`config.mk`:
```
export PLATFORM = sky130hd
export DESIGN_NAME = spi_ee_out
export DESIGN_NICKNAME = d
export VERILOG_FILES = /design/src/rtl/spi_ee_pkg.sv /design/src/rtl/spi_ee_out.sv
export SDC_FILE = /design/constraint.sdc
export NUM_CORES = 1
export LEC_CHECK = 0
export ABC_AREA = 1
export BUFFER_PORTS_ARGS = -buffer_cell sky130_fd_sc_hd__buf_2
export CORE_UTILIZATION = 47
export CTS_CLUSTER_SIZE = 30
export DETAILED_ROUTE_END_ITERATION = 16
export GPL_TIMING_DRIVEN = 0
export MAX_ROUTING_LAYER = met4
export PLACE_DENSITY = 0.8
export SETUP_SLACK_MARGIN = 0.2
export SLEW_MARGIN = 10
export SYNTH_ARGS = -nofsm -noshare
export SYNTH_HDL_FRONTEND = slang
export SYNTH_SLANG_ARGS = --single-unit
```
`constraint.sdc`:
```
create_clock -name clock -period 2.8 [get_ports clock]
set_input_delay 0.56 -clock clock [delete_from_list [all_inputs] [get_ports clock]]
set_output_delay 0.56 -clock clock [all_outputs]
set_load 0.005 [all_outputs]
```
`src/rtl/spi_ee_pkg.sv`:
```
package spi_ee_pkg;

   // Default memory size in bytes
   localparam int MEM_BYTES_DEFAULT = 4096;

   // Command and response bytes
   localparam logic [7:0] CMD_WRITE      = 8'h02;
   localparam logic [7:0] CMD_READ       = 8'h03;
   localparam logic [7:0] RESP_READ_CMD  = 8'hA5;
   localparam logic [7:0] RESP_ADDR_HIGH = 8'hA6;
   localparam logic [7:0] RESP_IDLE      = 8'hFF;
   localparam logic [7:0] RESP_ZERO      = 8'h00;
   localparam logic [7:0] ERASED_BYTE    = 8'hFF;

   // Default image layout
   localparam int IMAGE_BYTES = 512;
   localparam int HEAD_BYTES  = 224;
   localparam int TAIL_START  = 476;
   localparam int TAIL_BYTES  = 36;

   typedef enum logic [1:0] {
      OP_BYTE    = 2'd0,
      OP_SEL_ON  = 2'd1,
      OP_SEL_OFF = 2'd2,
      OP_DIRECT  = 2'd3
   } op_type;

   typedef enum logic [2:0] {
      PH_COMMAND   = 3'd0,
      PH_ADDR_HIGH = 3'd1,
      PH_ADDR_LOW  = 3'd2,
      PH_WRITE     = 3'd3,
      PH_READ      = 3'd4
   } phase_type;

   typedef enum logic [1:0] {
      PEND_NONE  = 2'd0,
      PEND_WRITE = 2'd1,
      PEND_READ  = 2'd2
   } pend_type;

   // Memory access issued by the SPI machine
   typedef struct packed {
      logic       rd_en;
      logic       wr_en;
      logic [7:0] wr_data;
   } mem_req_type;

   // Result handed to the output stage
   typedef struct packed {
      logic       valid;
      logic       use_mem;
      logic [7:0] tx_byte;
   } rsp_push_type;

   localparam logic [7:0] IMAGE_HEAD [HEAD_BYTES] = '{
      8'h50, 8'h97, 8'h5C, 8'hEF, 8'hC1, 8'h8F, 8'h05, 8'h8B,
      8'h0E, 8'h8D, 8'hD8, 8'hF5, 8'hAE, 8'h89, 8'hB8, 8'h09,
      8'h0D, 8'h8A, 8'hC9, 8'h0A, 8'h48, 8'h84, 8'h00, 8'h00,
      8'h1A, 8'h97, 8'hAD, 8'h40, 8'hED, 8'h91, 8'hC9, 8'hBE,
      8'hD2, 8'h8B, 8'hBA, 8'h1A, 8'h5E, 8'h87, 8'h4D, 8'h03,
      8'h4F, 8'h8A, 8'hE1, 8'h9C, 8'h48, 8'h84, 8'h00, 8'h00,
      8'h60, 8'h9D, 8'h00, 8'hCC, 8'hAA, 8'h9A, 8'hCD, 8'h3A,
      8'h70, 8'h93, 8'hD5, 8'h66, 8'h31, 8'h94, 8'hA3, 8'hA7,
      8'h30, 8'h97, 8'h4A, 8'h56, 8'hE8, 8'h98, 8'hD0, 8'h43,
      8'h2F, 8'h97, 8'h16, 8'h6A, 8'h50, 8'h93, 8'hFB, 8'h12,
      8'h61, 8'h93, 8'h11, 8'h30, 8'h7F, 8'h96, 8'hB5, 8'hED,
      8'h5D, 8'h75, 8'h4C, 8'hF7, 8'hB1, 8'h76, 8'h37, 8'h3E,
      8'hD1, 8'h78, 8'h48, 8'h16, 8'h00, 8'h80, 8'hA7, 8'hE1,
      8'h64, 8'h4B, 8'h2E, 8'hF9, 8'hA5, 8'h7E, 8'hD3, 8'h8B,
      8'hED, 8'h7A, 8'h43, 8'hC5, 8'h39, 8'h79, 8'h32, 8'h04,
      8'h7F, 8'h7F, 8'h9F, 8'hFE, 8'h25, 8'h7E, 8'hD3, 8'h8B,
      8'h6D, 8'h7A, 8'h43, 8'hC5, 8'hB9, 8'h79, 8'h32, 8'h04,
      8'h30, 8'h70, 8'h77, 8'hB1, 8'hFF, 8'hFF, 8'hFF, 8'hFF,
      8'hFF, 8'hFF, 8'hFF, 8'hFF, 8'hFF, 8'hFF, 8'hFF, 8'hFF,
      8'hFF, 8'hFF, 8'hFF, 8'hFF, 8'h83, 8'h75, 8'hAD, 8'h37,
      8'h0A, 8'h8D, 8'h42, 8'h25, 8'hFF, 8'hFF, 8'hFF, 8'hFF,
      8'h2F, 8'h89, 8'h00, 8'h00, 8'hAF, 8'h89, 8'h00, 8'h00,
      8'h06, 8'h00, 8'h18, 8'hA1, 8'h60, 8'h0C, 8'h3A, 8'h7F,
      8'h35, 8'h5E, 8'hBA, 8'h7F, 8'h35, 8'h5E, 8'h18, 8'h79,
      8'hB1, 8'hC3, 8'h02, 8'h00, 8'h06, 8'hFF, 8'h08, 8'h8A,
      8'h00, 8'h80, 8'h88, 8'h8A, 8'h00, 8'h80, 8'h16, 8'h86,
      8'h00, 8'h00, 8'hC8, 8'h84, 8'h00, 8'h00, 8'h50, 8'h95,
      8'hE7, 8'h86, 8'hFF, 8'hFF, 8'hFF, 8'hFF, 8'hFF, 8'hFF
   };

   localparam logic [7:0] IMAGE_TAIL [TAIL_BYTES] = '{
      8'h7E, 8'hDB, 8'h70, 8'h81,
      8'h0E, 8'h4F, 8'h84, 8'h4C, 8'h83, 8'hD6, 8'h7D, 8'hA2,
      8'h4F, 8'hDB, 8'hC4, 8'h1D, 8'h63, 8'h00, 8'h19, 8'h02,
      8'h1A, 8'h80, 8'h80, 8'h02, 8'hFF, 8'hFF, 8'hFF, 8'hFF,
      8'hFF, 8'hFF, 8'hFF, 8'h04, 8'hFF, 8'hFF, 8'h89, 8'h7C
   };

   // Default image byte at an address below IMAGE_BYTES
   function automatic logic [7:0] image_byte(logic [8:0] a);
      logic [8:0] t;
      t = a - 9'(TAIL_START);
      if (a < 9'(HEAD_BYTES)) begin
         return IMAGE_HEAD[a[7:0]];
      end else if (a >= 9'(TAIL_START)) begin
         return IMAGE_TAIL[t[5:0]];
      end
      return ERASED_BYTE;
   endfunction

endpackage

```
`src/rtl/spi_ee_out.sv`:
```
module spi_ee_out (
   input  logic                     clock,
   input  logic                     reset,
   input  spi_ee_pkg::rsp_push_type push,
   input  logic [7:0]               rd_data,
   input  logic                     rsp_ready,
   output logic                     rsp_valid,
   output logic [7:0]               rsp_tx_byte,
   output logic                     hold
);

   logic       s1_valid_ff, s1_valid_in;
   logic       s1_use_mem_ff;
   logic [7:0] s1_byte_ff;
   logic       out_valid_ff, out_valid_in;
   logic [7:0] out_byte_ff, out_byte_in;
   logic       s1_adv;

   // Move the memory stage on when the output slot frees up
   assign s1_adv = !out_valid_ff || rsp_ready;
   assign hold   = s1_valid_ff && !s1_adv;

   always_comb begin
      s1_valid_in  = s1_valid_ff;
      out_valid_in = out_valid_ff;
      out_byte_in  = out_byte_ff;
      if (push.valid) begin
         s1_valid_in = 1'b1;
      end else if (s1_adv) begin
         s1_valid_in = 1'b0;
      end
      if (s1_adv) begin
         out_valid_in = s1_valid_ff;
         out_byte_in  = s1_use_mem_ff ? rd_data : s1_byte_ff;
      end
   end

   always_ff @(posedge clock) begin
      if (reset) begin
         s1_valid_ff  <= 1'b0;
         out_valid_ff <= 1'b0;
      end else begin
         s1_valid_ff  <= s1_valid_in;
         out_valid_ff <= out_valid_in;
      end
   end

   // Capture payload; no reset needed
   always_ff @(posedge clock) begin
      if (push.valid) begin
         s1_use_mem_ff <= push.use_mem;
         s1_byte_ff    <= push.tx_byte;
      end
      out_byte_ff <= out_byte_in;
   end

   assign rsp_valid   = out_valid_ff;
   assign rsp_tx_byte = out_byte_ff;

`ifndef NO_ASSERTIONS
   a_no_push_over_held: assert property (@(posedge clock) disable iff (reset)
      hold |-> !push.valid)
      else $error("request pushed over a held memory stage");
`endif

endmodule

```
Word-level counts from Yosys, hierarchy flattened
Cells that the tools add are included.
Storage, ports and cells
  input bits: 21
  logic and storage cells: 13
  register bits: 19
  output and inout bits: 10
Operators by class
  multiplexer cells: 3
  reduce and logical (&&, ||, !) cells: 5
Operator list (number)
  $mux W8: 1
  $logic_not A1 Y1: 2
  $mux W1: 2
  $reduce_bool A2 Y1: 1
  $logic_and A1 B1 Y1: 1
  $logic_or A1 B1 Y1: 1

Longest topological paths before layout
  depth after elaboration: 4
  mapped depth: 3
  mapped depth without buffers: 3

Least setup slack after synthesis
Ideal clock, no wire load.
  path kind: in2out
  from: input rsp_ready
  to: output hold
  buffers on the path: 0
  stages: 3
  required time: 2.240 ns
  arrival time: 0.746 ns
  path slack: 1.494 ns
  cell sequence: inv_1 > nand3_1 > inv_1
Between the ends
  longest elaborated chain between the ends: 3
Ends and longest elaborated chain
  start, declared: line spi_ee_out.sv:6  | input logic rsp_ready,
  $logic_or A1 B1 Y1: line spi_ee_out.sv:20  | assign s1_adv = !out_valid_ff || rsp_ready;
  $logic_not A1 Y1: line spi_ee_out.sv:21  | assign hold = s1_valid_ff && !s1_adv;
  $logic_and A1 B1 Y1: line spi_ee_out.sv:21
  end, declared: line spi_ee_out.sv:9  | output logic hold
Every way passes these cells.

Final worst setup path
Same ends and word-level chain as after synthesis.

==> reports/qor.yml <==
grt_remaining_overflow: 0
die_x_um: 40.47
wl_um: 892
synth_cell_types: 8
cts_buffer_depth: 2
syn_area_sq_um: 695.7
cts_tree: "yes"
drt-vias-per-instance: 4.505
grt_usage_pct: 12.77
synthAdderAreaFrac_pct: 0
die-area_sq_um: 1638
worst_setup_path_start_kind: "input port"
setup_viol: 0
hold_viol: 0
clock_latency_ns: 0.27
synth_top_area_share_pct: 73.38
intPower_uw: 420.5
drtIter0Drc: 1
synth_common_cells: "edfxtp_1, inv_1, nand2_1, o21ai_0"
pwr-share-clk_pct: 24.0
fin_nets: 108
start_util_pct: 52.16
synth_top_family_by_area: "buffers and inverters"
htree_num_levels: 1
antenna_found_initial: 0
wl_per_cell_um: 8.832
fp.dieH_um: 40.47
outcome: "completed"
drv_cap: 0
antenna_cells: 0
synth_top_area_cell: "edfxtp_1"
ctsHoldBuffers: 0
p_per_area_nw_per_um2: 585.9
rsz0062_at_grt: "false"
portBuffers: 30
power.net_switching_uw: 101.4
ys_ff_latch: 19
rrSetupSlack_ns: 1.76
numClockSinks: 19
cts_resized: 0
grt_start_max_net_pins: 11
numCtsBuffers: 3
synth_area_leaders: "edfxtp_1, inv_1, dfxtp_1, o21ai_0, nand2_1"
holdWs_ns: 0.4443
final_util_pct: 66.79
vdd_ir_drop_max_mv: 0.4670
fin_setup_tns_ns: 0
ys.flop_type: "edfxtp_1"
synthXorXnorAreaFrac_pct: 0
place.gp.congestion: 0.7897
seq_area_frac_synth_pct: 79.14
fmax_ghz: 0.6562
synthMuxAreaShare_pct: 0
synth-compound-area-share_pct: 7.194
worstPathArrival_ns: 0.96
syn_inst: 52
grt_pass1_vias: 378
core_sq_um: 1334
worst_pin_slew_ns: 0.3316
place_hpwl_um: 763.5
clkTransAtPathRegs_ns: 0.10
swShare_pct: 19.44
maxSlewViolCount: 0
rows: 13
yosysMostFrequentCell: "edfxtp_1"
areaGrowthSynthToFinish_pct: 28.06
postCtsSetupBuffers: 0
dr.pass1.iters: 4
fin_crit_sh_pct: 54.42
clock_skew_ns: 0.003605
cts-root-buf: "clkbuf_4"
synth_edf_count: 17
io_pins: 31
grt_first_pass_wirelength_um: 1317
syn-num-nets: 73
p_comb_share_pct: 9.7
power.leakage_nw: 0.4323
min_path_type: "input port to flop"
crit_fanout: 2
drive_above_1_share_pct: 39.53
worst_ep_required_time_ns: 2.24
maxSlewHeadroom_pct: 77.84
endpoint_kind: "primary output"
synthSimpleGateAreaFrac_pct: 5.576
route.detailed.drc: 0
synthArstFlopShare_pct: 0
yosysWarnings: 0
min_period_ns: 1.524
path_class: "input port to primary output"
seqPwrFrac_pct: 66.3
vias: 455
ant_nets: 0
synth.avg_cell_area_sq_um: 13.38
path summary, 6_finish.rpt:
check,from,to,cells past startpoint
worst max-delay path,rsp_ready,hold,5
worst min register to register,s1_valid_ff,rsp_valid,2
worst max register to register,s1_use_mem_ff,rsp_tx_byte[0],3
worst min-delay path,reset,s1_valid_ff,2
worst max-delay path, stage by stage:
cell and delay [ns]:
buf_2 0.09, inv_1 0.06, nand3_1 0.09, inv_1 0.06, buf_2 0.10
metrics by stage:
| stage | total power [mW] | cells | worst slack, ns | area [sq um] |
|---|---|---|---|---|
| 6_report | 0.5219 | 101 | 1.276 | 890.9 |
| 5_1_grt | 0.5445 | 101 | 1.221 | 890.9 |
| 4_1_cts | 0.5249 | 101 | 1.277 | 890.9 |
| 3_5_place_dp | 0.4044 | 97 | 1.278 | 864.6 |
| 3_3_place_gp | 0.4010 | 97 | 1.294 | 864.6 |
| 2_1_floorplan | 0.3710 | 52 | 1.494 | 695.7 |
final cells by class:
type	instances	area (sq um)
Fill cell	107	442.9
Timing Repair Buffer	30	150.1
Multi-Input combinational cell	20	88.84
Inverter	12	45.04
Sequential cell	19	550.5
Tap cell	15	18.77
Clock buffer	4	26.28
Buffer	1	11.26
flip-flops by register name, indices dropped and copies added (netlist names):
signal / count
rsp_valid: 1
s1_valid_ff: 1
s1_use_mem_ff: 1
s1_byte_ff: 8
rsp_tx_byte: 8
cells in the final DEF (no fill, tap or decap):
cell type | Yosys | routed
buf_2 | 0 | 30
edfxtp_1 | 17 | 17
inv_1 | 12 | 12
nand2_1 | 9 | 9
o21ai_0 | 8 | 8
clkbuf_4 | 0 | 3
a21oi_1 | 2 | 2
dfxtp_1 | 2 | 2
buf_6 | 1 | 1
nand3_1 | 1 | 1
clkbuf_1 | 0 | 1
power groups by stage:
stage	Sequential [mW]	Combinational (mW)	Clock, mW
2_1_floorplan	0.355	0.0163	0
3_3_place_gp	0.352	0.0494	0
3_5_place_dp	0.353	0.0515	0
4_1_cts	0.346	0.0515	0.127
5_1_grt	0.349	0.0578	0.138
6_report	0.346	0.0507	0.125
cell families after synthesis:
family,Yosys count
compound gates,10
buf+inv,13
flops,19
simple gates,10
routing by layer:
layer | share of wire (%) | vias to the layer above | GRT usage (%)
met2 | 51 | 21 | 21.83
met3 | 8.4 | 2 | 1.667
met4 | 0.56 | 0 | 8.333
met1 | 40 | 193 | 13.70
li1 | - | 239 | -
met5 | 0 | - | -
(Power assumes the default switching activity.)
